`config.mk`:
```
export PLATFORM = sky130hd
export DESIGN_NAME = http_chunked_body_deframer_top
export DESIGN_NICKNAME = d
export VERILOG_FILES = /design/src/hdl/hcbd_pkg.sv /design/src/hdl/hcbd_parser.sv /design/src/hdl/http_chunked_body_deframer_top.sv
export SDC_FILE = /design/constraint.sdc
export NUM_CORES = 1
export LEC_CHECK = 0
export BUFFER_PORTS_ARGS = -buffer_cell sky130_fd_sc_hd__buf_4
export CORE_MARGIN = 2
export CORE_UTILIZATION = 30
export CTS_CLUSTER_DIAMETER = 30
export DETAILED_ROUTE_END_ITERATION = 10
export PLACE_DENSITY = 0.53
export SYNTH_ARGS = -nofsm -noshare
export SYNTH_HDL_FRONTEND = slang
export SYNTH_SLANG_ARGS = --single-unit
```
`constraint.sdc`:
```
create_clock -name clk -period 9.9 [get_ports clk]
set_input_delay 0.99 -clock clk [delete_from_list [all_inputs] [get_ports clk]]
set_output_delay 0.99 -clock clk [all_outputs]
set_load 0.1 [all_outputs]
```
`src/hdl/hcbd_pkg.sv`:
```
// ----------------------------------------------------------------------------
// hcbd_pkg
// Shared types, constants and helpers for the chunked body deframer.
// ----------------------------------------------------------------------------
package hcbd_pkg;

    // Width of a chunk size and of the bytes-left counter.
    localparam int SIZE_BITS = 31;
    localparam int TOTAL_BITS = 32;

    // Characters that the framing recognizes.
    localparam logic [7:0] CH_0      = 8'h30;
    localparam logic [7:0] CH_9      = 8'h39;
    localparam logic [7:0] CH_LOW_A  = 8'h61;
    localparam logic [7:0] CH_LOW_F  = 8'h66;
    localparam logic [7:0] CH_UP_A   = 8'h41;
    localparam logic [7:0] CH_UP_F   = 8'h46;
    localparam logic [7:0] CH_LOW_X  = 8'h78;
    localparam logic [7:0] CH_UP_X   = 8'h58;
    localparam logic [7:0] CH_CR     = 8'h0D;
    localparam logic [7:0] CH_LF     = 8'h0A;

    // Parser phases.
    typedef enum logic [2:0] {
        PH_START   = 3'd0,
        PH_HEX     = 3'd1,
        PH_HEX_LF  = 3'd2,
        PH_DATA    = 3'd3,
        PH_DATA_CR = 3'd4,
        PH_DATA_LF = 3'd5,
        PH_LAST_CR = 3'd6,
        PH_LAST_LF = 3'd7
    } hcbd_phase_t;

    // Result classes.
    typedef enum logic [1:0] {
        K_FRAME = 2'd0,
        K_DATA  = 2'd1,
        K_DONE  = 2'd2,
        K_ERROR = 2'd3
    } hcbd_kind_t;

    // One result transaction.
    typedef struct packed {
        hcbd_kind_t              kind;
        logic [7:0]              payload;
        logic [TOTAL_BITS-1:0]   total_len;
    } hcbd_result_t;

    // Decoded hex digit: valid flag and value.
    typedef struct packed {
        logic       ok;
        logic [3:0] value;
    } hcbd_hex_t;

    // Decode one ASCII hex digit.
    function automatic hcbd_hex_t hex_decode(input logic [7:0] c);
        hcbd_hex_t r;
        logic [7:0] diff;
        r.ok = 1'b0;
        r.value = 4'd0;
        if (c >= CH_0 && c <= CH_9) begin
            diff = c - CH_0;
            r.ok = 1'b1;
            r.value = diff[3:0];
        end
        else if (c >= CH_LOW_A && c <= CH_LOW_F) begin
            diff = c - CH_LOW_A + 8'd10;
            r.ok = 1'b1;
            r.value = diff[3:0];
        end
        else if (c >= CH_UP_A && c <= CH_UP_F) begin
            diff = c - CH_UP_A + 8'd10;
            r.ok = 1'b1;
            r.value = diff[3:0];
        end
        return r;
    endfunction

endpackage

```
`src/hdl/hcbd_parser.sv`:
```
// ----------------------------------------------------------------------------
// hcbd_parser
// Per-byte framing state machine: holds the parse state and forms the result
// for the byte presented on each step.
// ----------------------------------------------------------------------------
module hcbd_parser (
    input  logic                  clk,
    input  logic                  rst_n,
    input  logic                  step,
    input  logic [7:0]            data_byte,
    output hcbd_pkg::hcbd_result_t result
);

    localparam int SB = hcbd_pkg::SIZE_BITS;
    localparam int TB = hcbd_pkg::TOTAL_BITS;

    hcbd_pkg::hcbd_phase_t phase_reg, phase_next;
    logic [SB-1:0] accum_reg, accum_next;
    logic          ovf_reg, ovf_next;
    logic [SB-1:0] left_reg, left_next;
    logic [TB-1:0] total_reg, total_next;
    logic          err_reg, err_next;

    hcbd_pkg::hcbd_hex_t hex;
    logic [SB+3:0] shifted;
    logic [SB-1:0] accum_add;
    logic          ovf_add;
    logic [TB:0]   total_sum;
    logic [TB-1:0] total_sat;
    logic [SB-1:0] left_dec;
    logic [TB-1:0] len_value;
    logic          bad;
    logic          is_data;
    logic          is_done;

    // Shared datapath: hex digit append with overflow, saturating total, bytes-left decrement.
    always_comb
    begin
        hex = hcbd_pkg::hex_decode(data_byte);
        shifted = {accum_reg, 4'd0} + {{SB{1'b0}}, hex.value};
        ovf_add = ovf_reg || (shifted[SB+3:SB] != 4'd0);
        accum_add = ovf_add ? {SB{1'b1}} : shifted[SB-1:0];
        total_sum = {1'b0, total_reg} + {{(TB+1-SB){1'b0}}, accum_reg};
        total_sat = total_sum[TB] ? {TB{1'b1}} : total_sum[TB-1:0];
        left_dec = left_reg - {{(SB-1){1'b0}}, (left_reg != '0)};
    end

    // Next state.
    always_comb
    begin
        phase_next = phase_reg;
        accum_next = accum_reg;
        ovf_next   = ovf_reg;
        left_next  = left_reg;
        total_next = total_reg;
        err_next   = err_reg;
        bad        = 1'b0;
        is_data    = 1'b0;
        is_done    = 1'b0;
        if (err_reg) begin
            bad = 1'b1;
        end
        else begin
            case (phase_reg)
                hcbd_pkg::PH_START:
                begin
                    if (hex.ok) begin
                        accum_next = {{(SB-4){1'b0}}, hex.value};
                        ovf_next   = 1'b0;
                        phase_next = hcbd_pkg::PH_HEX;
                    end
                    else begin
                        bad = 1'b1;
                    end
                end
                hcbd_pkg::PH_HEX:
                begin
                    if (hex.ok) begin
                        accum_next = accum_add;
                        ovf_next   = ovf_add;
                    end
                    else if (data_byte == hcbd_pkg::CH_LOW_X ||
                             data_byte == hcbd_pkg::CH_UP_X) begin
                        // An x or X inside the size line is skipped.
                    end
                    else if (data_byte == hcbd_pkg::CH_CR) begin
                        phase_next = hcbd_pkg::PH_HEX_LF;
                    end
                    else begin
                        bad = 1'b1;
                    end
                end
                hcbd_pkg::PH_HEX_LF:
                begin
                    if (data_byte != hcbd_pkg::CH_LF || ovf_reg) begin
                        bad = 1'b1;
                    end
                    else begin
                        total_next = total_sat;
                        if (accum_reg != '0) begin
                            left_next  = accum_reg;
                            phase_next = hcbd_pkg::PH_DATA;
                        end
                        else begin
                            phase_next = hcbd_pkg::PH_LAST_CR;
                        end
                        accum_next = '0;
                    end
                end
                hcbd_pkg::PH_DATA:
                begin
                    is_data   = 1'b1;
                    left_next = left_dec;
                    if (left_dec == '0) begin
                        phase_next = hcbd_pkg::PH_DATA_CR;
                    end
                end
                hcbd_pkg::PH_DATA_CR:
                begin
                    if (data_byte == hcbd_pkg::CH_CR) begin
                        phase_next = hcbd_pkg::PH_DATA_LF;
                    end
                    else begin
                        bad = 1'b1;
                    end
                end
                hcbd_pkg::PH_DATA_LF:
                begin
                    if (data_byte == hcbd_pkg::CH_LF) begin
                        phase_next = hcbd_pkg::PH_START;
                    end
                    else begin
                        bad = 1'b1;
                    end
                end
                hcbd_pkg::PH_LAST_CR:
                begin
                    if (data_byte == hcbd_pkg::CH_CR) begin
                        phase_next = hcbd_pkg::PH_LAST_LF;
                    end
                    else begin
                        bad = 1'b1;
                    end
                end
                default:
                begin
                    if (data_byte == hcbd_pkg::CH_LF) begin
                        is_done = 1'b1;
                    end
                    else begin
                        bad = 1'b1;
                    end
                end
            endcase
        end

        // The length reported is the total after this byte's update.
        len_value = total_next;

        // An illegal byte only latches the error; completion starts a new body.
        if (bad) begin
            err_next = 1'b1;
        end
        else if (is_done) begin
            phase_next = hcbd_pkg::PH_START;
            accum_next = '0;
            ovf_next   = 1'b0;
            left_next  = '0;
            total_next = '0;
        end
    end

    // Result for the current byte.
    always_comb
    begin
        result.kind      = hcbd_pkg::K_FRAME;
        result.payload   = 8'd0;
        result.total_len = len_value;
        if (bad) begin
            result.kind      = hcbd_pkg::K_ERROR;
            result.total_len = '0;
        end
        else if (is_done) begin
            result.kind = hcbd_pkg::K_DONE;
        end
        else if (is_data) begin
            result.kind    = hcbd_pkg::K_DATA;
            result.payload = data_byte;
        end
    end

    // State registers advance once per accepted byte.
    always_ff @(posedge clk or negedge rst_n)
    begin
        if (!rst_n) begin
            phase_reg <= hcbd_pkg::PH_START;
            accum_reg <= '0;
            ovf_reg   <= 1'b0;
            left_reg  <= '0;
            total_reg <= '0;
            err_reg   <= 1'b0;
        end
        else if (step) begin
            phase_reg <= phase_next;
            accum_reg <= accum_next;
            ovf_reg   <= ovf_next;
            left_reg  <= left_next;
            total_reg <= total_next;
            err_reg   <= err_next;
        end
    end

endmodule

```
`src/hdl/http_chunked_body_deframer_top.sv`:
```
// ----------------------------------------------------------------------------
// http_chunked_body_deframer_top
// Takes an HTTP chunked body one byte per cycle unless the output stalls, and
// returns one result transaction per byte. Every byte accepted on the input
// channel produces exactly one result, classed as framing, payload, body
// complete (carrying the summed chunk sizes) or error; the error is sticky
// until reset. A byte is parsed in the cycle it is accepted and its result is
// registered, so the result appears in the next cycle. The input is ready
// whenever the result register is empty or being drained, so a new byte can be
// taken every cycle while results are consumed; the single output register is
// what limits throughput under output stall.
// ----------------------------------------------------------------------------
module http_chunked_body_deframer_top (
    input  logic        clk,
    input  logic        rst_n,
    input  logic        in_valid,
    output logic        in_ready,
    input  logic [7:0]  data_byte,
    output logic        out_valid,
    input  logic        out_ready,
    output logic [1:0]  kind,
    output logic [7:0]  payload,
    output logic [31:0] total_len
);

    hcbd_pkg::hcbd_result_t result;
    hcbd_pkg::hcbd_result_t result_reg;
    logic                   out_valid_reg;
    logic                   accept;

    // Take a new transaction whenever the result register will be free.
    assign in_ready = !out_valid_reg || out_ready;
    assign accept   = in_valid && in_ready;

    hcbd_parser u_parser (
        .clk       (clk),
        .rst_n     (rst_n),
        .step      (accept),
        .data_byte (data_byte),
        .result    (result)
    );

    // Output valid flag.
    always_ff @(posedge clk or negedge rst_n)
    begin
        if (!rst_n) begin
            out_valid_reg <= 1'b0;
        end
        else if (accept) begin
            out_valid_reg <= 1'b1;
        end
        else if (out_ready) begin
            out_valid_reg <= 1'b0;
        end
    end

    // Result payload register.
    always_ff @(posedge clk)
    begin
        if (accept) begin
            result_reg <= result;
        end
    end

    assign out_valid = out_valid_reg;
    assign kind      = result_reg.kind;
    assign payload   = result_reg.payload;
    assign total_len = result_reg.total_len;

endmodule

```
==> results of run 1 <==
==> logic make-up after synthesis <==
| logic type | Yosys count | share of synthesized area |
|---|---|---|
| fa+ha+maj | 39 | 0.05042 |
| simple gates | 420 | 0.2106 |
| compound gates | 384 | 0.2732 |
| xor+xnor | 32 | 0.02852 |
| mux | 15 | 0.01528 |
| buf+inv | 90 | 0.03896 |
| flops | 142 | 0.3830 |
==> layout by cell type (no fill, tap or decap), types with 14 or more instances in the layout <==
master	instances
sky130_fd_sc_hd__nand2b_1	19
sky130_fd_sc_hd__a22oi_1	18
sky130_fd_sc_hd__o21a_1	14
sky130_fd_sc_hd__ha_1	38
sky130_fd_sc_hd__edfxtp_1	42
sky130_fd_sc_hd__nor3_1	24
sky130_fd_sc_hd__buf_4	71
sky130_fd_sc_hd__xor2_1	14
sky130_fd_sc_hd__nand4_1	14
sky130_fd_sc_hd__clkbuf_16	18
sky130_fd_sc_hd__mux2i_1	15
sky130_fd_sc_hd__o221ai_1	20
sky130_fd_sc_hd__nor2_1	112
sky130_fd_sc_hd__dfrtp_1	100
sky130_fd_sc_hd__nor4_1	14
sky130_fd_sc_hd__nand2_1	153
sky130_fd_sc_hd__inv_1	20
sky130_fd_sc_hd__a211oi_2	22
sky130_fd_sc_hd__a211oi_1	15
sky130_fd_sc_hd__a21oi_1	61
sky130_fd_sc_hd__o21ai_0	107
sky130_fd_sc_hd__o21ai_1	16
sky130_fd_sc_hd__xnor2_1	18
==> area by class of cell <==
cell class	instances	area, µm²
timing repair buffer	71	533.0
tap	442	553.0
clock buffer	23	499.2
fill	3358	21080
sequential	142	3764
inverter	21	78.83
clock inverter	9	155.1
multi-input combinational	890	5713
==> worst max-delay path: cells and delay by family, from the launching register on <==
family	cells	cell delay, ps
DFF	1	490
AOI/OAI and AO/OA	3	1010
adders and majority gates	1	300
and+or+nand+nor	9	2100
==> final timing paths <==
| check | from | to | slack, ps | cells past startpoint |
|---|---|---|---|---|
| min in group asynchronous | rst_n | u_parser.left_reg[23]$_DFFE_PN0P_ | 560 | 1 |
| max reg2reg | u_parser.left_reg[25]$_DFFE_PN0P_ | u_parser.phase_reg[1]$_DFFE_PN0P_ | 5870 | 13 |
| min reg2reg | u_parser.total_reg[8]$_DFFE_PN0P_ | u_parser.total_reg[8]$_DFFE_PN0P_ | 520 | 2 |
| min | u_parser.total_reg[8]$_DFFE_PN0P_ | u_parser.total_reg[8]$_DFFE_PN0P_ | 520 | 2 |
| max in group asynchronous | rst_n | u_parser.accum_reg[17]$_DFFE_PN0P_ | 8080 | 2 |
| max | u_parser.left_reg[25]$_DFFE_PN0P_ | u_parser.phase_reg[1]$_DFFE_PN0P_ | 5870 | 13 |
==> power by group through the flow <==
stage	Combinational [mW]	Sequential [mW]	Clock (mW)
global route	1.09	0.898	0.759
CTS	0.971	0.880	0.734
detailed placement	0.967	0.890	0
floorplan	0.723	0.867	0
finish	0.976	0.884	0.721
global placement	0.955	0.891	0
==> stage by stage <==
| stage | worst slack (ps) | total power [mW] | area, µm² |
|---|---|---|---|
| after floorplan | 5645 | 1.590 | 9827 |
| after global placement | 5654 | 1.846 | 10640 |
| after detailed placement | 5473 | 1.857 | 10640 |
| after CTS | 5908 | 2.586 | 11300 |
| after global routing | 5623 | 2.744 | 11300 |
| final | 5873 | 2.582 | 11300 |
==> metal layers <==
metal / GRT usage / routed length, µm / vias to the layer above
met5: 0 / 0 / -
met4: 0.05206 / 459 / 0
met3: 0.02871 / 1184 / 30
met2: 0.2992 / 14320 / 198
met1: 0.2480 / 14490 / 4321
li1: - / - / 4250
==> results by stage, run 1 <==
Setup path:
- The critical path goes through or4_1 > or3_1 > nor2_1 > nand3_1 > ha_1 > nor3b_1 > nand2_1 > a31oi_1 > a2111oi_4 > nand4_1 > a2111oi_2 > nand2b_1 > nand2_1.
- STA classifies the critical path endpoint as a flop.
- The delay of the slowest critical-path stage is 530 ps.
- The cell repeated most along the worst path is sky130_fd_sc_hd__nand2_1.
- The category of the critical setup timing path is flop to flop.
- The critical path data arrival time is around 4300 ps.
- STA classifies the critical path startpoint as a flop.
- The highest-delay cell along the critical path is sky130_fd_sc_hd__or4_1.
- The maximum fanout along the worst path is 10.
- The endpoint required time on the critical path is 10220 ps.

Clocking:
- The hold buffer count at cts is 0.
- Post-CTS timing repair inserted 0 buffers for setup.
- In this run the number of H-tree levels came out at 4.
- After clock tree synthesis, the clock-pin slew on the worst setup and hold paths is 70 ps.
- At the later pin of the worst-skew pair, clock insertion delay measures roughly 440 ps.
- The CTS buffer count is 17.
- Post-CTS repair changed the size of 0 cells.
- The clock sink total is 142.
- In this run the deepest clock path goes through 2 buffers.
- TritonCTS built the clock tree.
- The root buffer cell is sky130_fd_sc_hd__clkbuf_16.

Yosys:
- The most common flop cell mapped by yosys is sky130_fd_sc_hd__dfrtp_1.
- The fraction of registers with async set/reset is 0.7042.
- Among all cell types in the netlist, the one instantiated most often is sky130_fd_sc_hd__nand2_1.
- The synthesized design contains 142 register bits.
- The share of synthesized area in the top cell type comes to 0.2546.
- By area the synthesized netlist is led by sky130_fd_sc_hd__dfrtp_1 25%, sky130_fd_sc_hd__edfxtp_1 13%, sky130_fd_sc_hd__nand2_1 5.8%, sky130_fd_sc_hd__o21ai_0 5.5%, sky130_fd_sc_hd__ha_1 4.8%.
- After synthesis the cells add up to a little under 10000 µm².
- The number of nets handed over by synthesis was 1173.
- The Yosys step of the flow raised 0 warnings.
- Sorting the synthesized cells by how often they occur yields 153 x sky130_fd_sc_hd__nand2_1, 112 x sky130_fd_sc_hd__nor2_1, 108 x sky130_fd_sc_hd__o21ai_0.
- The sequential element share of the synthesized area is 0.3830.
- The library cell occupying the most area in the post-synthesis netlist is sky130_fd_sc_hd__dfrtp_1.
- In the synthesized netlist, the number of instances is between 1000 and 1500.
- The number of enable flip-flop cells after synthesis is 42.
- The number of library cell types mapped by synthesis is 83.
- The average cell area after synthesis is 8.758 µm².

Power and ir drop:
- The worst vdd rail ir drop is 0.1312 mV.
- The reported leakage power is 4.639 nW.
- Cell internal power was estimated by the tool at ~1.5 mW.
- The switching portion of total power is 0.4258.
- Of the total power, the clock network draws 0.279.
- Of the total power, combinational logic draws 0.378.
- In this run the power spent charging and discharging nets is 1.099 mW.
- The power density relative to cell area is approximately 230 nW/µm².
- The proportion of power drawn by flip-flops and latches is 0.343.

Cells and area:
- For this run, the share of the core covered by cells in the final layout is 0.3489.
- The post-synthesis to final-layout area growth is 14.95%.
- Of the cells placed in the final design, the portion with a size suffix greater than 1 is 0.1349.
- The count of antenna diodes in the layout is 0.
- The count of non-filler cells in the finished layout is 1598.
- The layout net count is 1194.

Global routing:
- The total overflow reported by the global router is 0.
- The via count of the first global-routing pass is 8455.
- The number of antenna violations at the first check in global routing was 0.
- The first-pass GRT wire length is around 49000 µm.
- For this run, the total global-route usage over all layers was measured as 0.1823.
- The pin count of the biggest net entering global routing is 69.

Timing:
- Timing would allow up to 0.2483 GHz.
- The post-route worst hold slack is 524.8 ps.
- Setup violations remaining at the end of the flow were counted as 0.
- The worst slew margin relative to its limit is 0.2335.
- The final hold violation count is 0.
- In the finished design, the share of the clock period the worst path needs comes to 0.4068.
- On the final layout, the worst clock skew is 10.93 ps.
- The sum of negative setup slack is 0 ps.
- Setup repair after global routing left no endpoint under its margin.
- For the pin with the worst max-slew slack, the measured transition is 1147 ps.
- The post-route minimum period is between 4000 and 5000 ps.
- The number of pins exceeding their max-slew limit in the final report came to 0.

Place:
- The instance count after placement with tap cells included is 1566.
- Detailed placement ended at an HPWL of ~21000 µm.
- The count of buffers added on input and output ports is 55.
- Routability-driven placement finished with a final weighted congestion of 0.8840.

Detailed routing:
- The remaining design rule violation count is 0.
- The post-route antenna net violation count is 0.
- The total routed wirelength is 30450 µm.
- The violation count after the first detailed-routing iteration is 750.
- The first detailed-routing pass took 5 iterations.
- The total number of vias is roughly 8800.
- Using the TritonRoute via totals, the vias-per-cell ratio works out to between 5 and 6.
- The routed wire length per instance is between 15 and 20 µm.

Status:
- The run finished with clean final reports.

Floorplanning:
- Measured along the y axis, the die boundary spans 185.0 µm.
- The core region is 32370 µm².
- 56 I/O pins were placed.
- Measured along the x axis, the die boundary spans approximately 180 µm.
- The number of placement rows is 66.
- The die covers approximately 34000 µm².
- For this configuration, the core starts out at a cell density of 0.3036.

Run:
- The number of max-cap violations is 0.

Hold path:
- The worst hold path class is flop to flop.
(Power assumes the default switching activity.)
==> run 2, diff against run 1 <==
==> constraint.sdc (replaced) <==
create_clock -name clk -period 4.2 [get_ports clk]
set_input_delay 0.42 -clock clk [delete_from_list [all_inputs] [get_ports clk]]
set_output_delay 0.42 -clock clk [all_outputs]
set_load 0.1 [all_outputs]
==> run 2 against run 1 <==
Routed wire length rose by 2.4%. Clock skew barely moved. Non-clock buffer count rose by 13. Die area did not move. Register-to-register slack got worse by 5500 ps. Worst setup slack got worse by 5500 ps. Flip-flop and latch count did not move. Cell count rose by 0.81%. First-iteration DRC count fell by 12%. Clock-buffer cell count fell by 3. Via count rose by 2.1%. Critical endpoint is now u_parser.phase_reg[0]$_DFFE_PN0P_. Largest power group unchanged.
==> results by stage, run 2 (synthesis results as in run 1) <==
Power and ir drop:
- The part of the total power dissipated in the clock network is 0.244 (-0.035).
- The power density relative to cell area came to 522.8 nW/µm² (+130%).
- The worst vdd rail ir drop is 0.2218 mV (+69%).
- The total power consumption of the routed design is 5.908 mW (+130%).
- The proportion of power drawn by flip-flops and latches is 0.349 (+0.006).
- The part of the power in combinational logic came to 0.406 (+0.028).
- The net switching power figure is 2.646 mW (+140%).
- The switching portion of total power is 0.4478 (+0.02204).
- The internal power consumption is 3.263 mW (+120%).
- The reported leakage power came to 4.658 nW (+0.40%).

Place:
- The final weighted congestion in routability-driven placement is 0.8808 (-0.36%).
- The post-placement cell area came to 10760 µm² (+1.2%).
- The detailed-placement wirelength estimate came to 21660 µm (+2.9%).
- The total of buffers placed on input and output ports is 55 (unchanged).

Hold path:
- The min-delay analysis places its worst path in the category input pin to asynchronous set/reset pin.

Cells and area:
- The fraction of final layout cells sized beyond drive strength 1 is 0.1437 (+0.008764).
- The layout net count is 1207 (+1.1%).
- The leading cell type in the layout, fill and taps excluded is sky130_fd_sc_hd__nand2_1.
- The cell area after layout is 11300 µm² (about the same).
- The count of antenna diodes in the layout is 0 (unchanged).
- In the layout the commonest cells are 152 x sky130_fd_sc_hd__nand2_1, 112 x sky130_fd_sc_hd__nor2_1, 107 x sky130_fd_sc_hd__o21ai_0.
- The post-synthesis to final-layout area growth came to 15.00% (about the same).

Floorplanning:
- The starting density of the core was 0.3036 (unchanged).
- The number of placement rows is 66 (unchanged).
- The number of ports placed on the die boundary is 56 (unchanged).
- The die outline width was 185.0 µm (unchanged).
- The die extent in y was 185.0 µm (unchanged).
- The placeable core region is 32370 µm² (unchanged).
- The area of the die came to 34220 µm² (unchanged).

Timing:
- The post-route minimum period is 3859 ps (-167.9 ps).
- The final hold violation count was 0 (unchanged).
- The sum of negative setup slack is 0 ps (unchanged).
- Setup repair after global routing left no endpoint under its margin.
- The final critical-path share of the clock period came to 0.9189 (+0.5121).
- The worst slew margin relative to its limit is 0.3414 (+0.1079).
- The number of pins exceeding their max-slew limit in the final report is 0 (unchanged).
- The highest attainable clock frequency is 0.2591 GHz (+4.3%).
- The transition time at the pin with the least slew margin is 984.2 ps (-162.8 ps).
- The worst setup skew after layout came to 11.12 ps (+0.1948 ps).
- The number of failing setup endpoints in the final timing report is 0 (unchanged).

Detailed routing:
- The post-route antenna net violation count came to 0 (unchanged).
- The via count normalized by instance count is 5.575 (+1.3%).
- The count of TritonRoute iterations in the first routing pass is 5 (unchanged).
- The routed wire length per instance came to 19.35 µm (+1.5%).
- The total number of vias is 8982 (+2.1%).
- The remaining design rule violation count is 0 (unchanged).
- The total routed wirelength is 31170 µm (+2.4%).
- The violation count after the first detailed-routing iteration is 659 (-12%).

Clocking:
- The count of buffers added by post-CTS timing repair for setup is 0 (unchanged).
- The post-CTS clock slew at the launch and capture registers of the worst setup and hold paths is 60 ps (about the same).
- The number of H-tree levels is 4 (unchanged).
- The clock tree from TritonCTS is yes.
- The clock insertion delay at the later pin of the skew report is 440 ps (about the same).
- The root buffer cell chosen for the clock tree is sky130_fd_sc_hd__clkbuf_16.
- The clock sink total came to 142 (unchanged).
- The maximum clock path buffer count is 2 (unchanged).
- The CTS buffer count is 17 (unchanged).

Setup path:
- The worst setup path is captured at a flop.
- The critical path data arrival time was 4170 ps (-170 ps).
- The maximum fanout along the worst path was 10 (unchanged).
- The category of the critical setup timing path is flop to flop.
- The critical path launch point type is a flop.
- The endpoint required time on the critical path is 4510 ps (-5710 ps).

Global routing:
- The first-pass GRT wire length came to 49150 µm (+0.69%).
- The global-route usage over all layers is 0.1853 (+0.002967).
- The pin count of the biggest net entering global routing is 53 (-23%).
- The number of antenna violations at the first check in global routing is 0 (unchanged).
- The via count of the first global-routing pass is 8482 (+0.32%).
- The total overflow reported by the global router is 0 (unchanged).

Status:
- The run finished with clean final reports.

Run:
- The number of max-cap violations is 0 (unchanged).
==> run 2: worst paths after layout <==
check | from | end | slack (ps) | depth (start not counted)
worst min-delay path | rst_n | u_parser.left_reg[30]$_DFFE_PN0P_ | 10 | 1
worst max-delay path | u_parser.left_reg[25]$_DFFE_PN0P_ | u_parser.phase_reg[0]$_DFFE_PN0P_ | 340 | 13
min in group clk | in_valid | out_valid$_DFFE_PN0P_ | 190 | 2
worst min register to register | u_parser.total_reg[3]$_DFFE_PN0P_ | u_parser.total_reg[3]$_DFFE_PN0P_ | 530 | 2
max in group asynchronous | rst_n | u_parser.total_reg[9]$_DFFE_PN0P_ | 3270 | 2
worst max register to register | u_parser.left_reg[25]$_DFFE_PN0P_ | u_parser.phase_reg[0]$_DFFE_PN0P_ | 340 | 13
==> run 2: worst max-delay path: stages, from the launching register on <==
cell	delay, ps
sky130_fd_sc_hd__dfrtp_1	480
sky130_fd_sc_hd__or4_1	540
sky130_fd_sc_hd__or3_1	380
sky130_fd_sc_hd__nor2_1	160
sky130_fd_sc_hd__nand3_1	130
sky130_fd_sc_hd__ha_1	270
sky130_fd_sc_hd__nor3b_1	190
sky130_fd_sc_hd__nand2_2	170
sky130_fd_sc_hd__a31oi_1	160
sky130_fd_sc_hd__a2111oi_4	380
sky130_fd_sc_hd__nand4_1	190
sky130_fd_sc_hd__a2111oi_2	450
sky130_fd_sc_hd__nand2b_1	190
sky130_fd_sc_hd__nand2_1	60
==> run 2: power groups by stage <==
stage	Sequential [mW]	Clock (mW)	Combinational [mW]
after floorplan	2.04	0	1.71
after global placement	2.08	0	2.35
after detailed placement	2.08	0	2.35
after CTS	2.06	1.48	2.37
after global routing	2.09	1.54	2.63
final	2.06	1.44	2.40
==> run 2: routing by layer <==
metal  share of wire  vias up  global-route usage
li1                -     4274                   -
met1            0.47     4386              0.2513
met2            0.45      270              0.2911
met3           0.049       52             0.03264
met4           0.030        0             0.07651
met5               0        -                   0
==> run 2: per-stage QoR <==
stage / hold WS (ps) / cells / util / worst slack, ps
global route: 59.79 / 1611 / 0.3491 / 46.15
floorplan: 124.4 / 1122 / - / 77.37
global placement: 494.9 / 1579 / 0.3325 / 433.7
detailed placement: 498.1 / 1579 / 0.3325 / 370.4
CTS: 37.55 / 1611 / 0.3490 / 278.8
finish: 10.69 / 1611 / 0.3491 / 340.8
==> run 2: layout make-up <==
class,instances,area (µm²)
Multi-Input combinational cell,890,5715
Sequential cell,142,3764
Fill cell,3406,21070
Clock buffer,20,436.7
Inverter,21,78.83
Timing Repair Buffer,84,655.6
Tap cell,442,553.0
Clock inverter,12,97.59
==> run 2: what timing repair did <==
item / 4_1_cts / 5_1_grt
endpoints found under the setup margin: 0 / 2
hold buffers: 0 / 0
gates resized for setup: 0 / 1
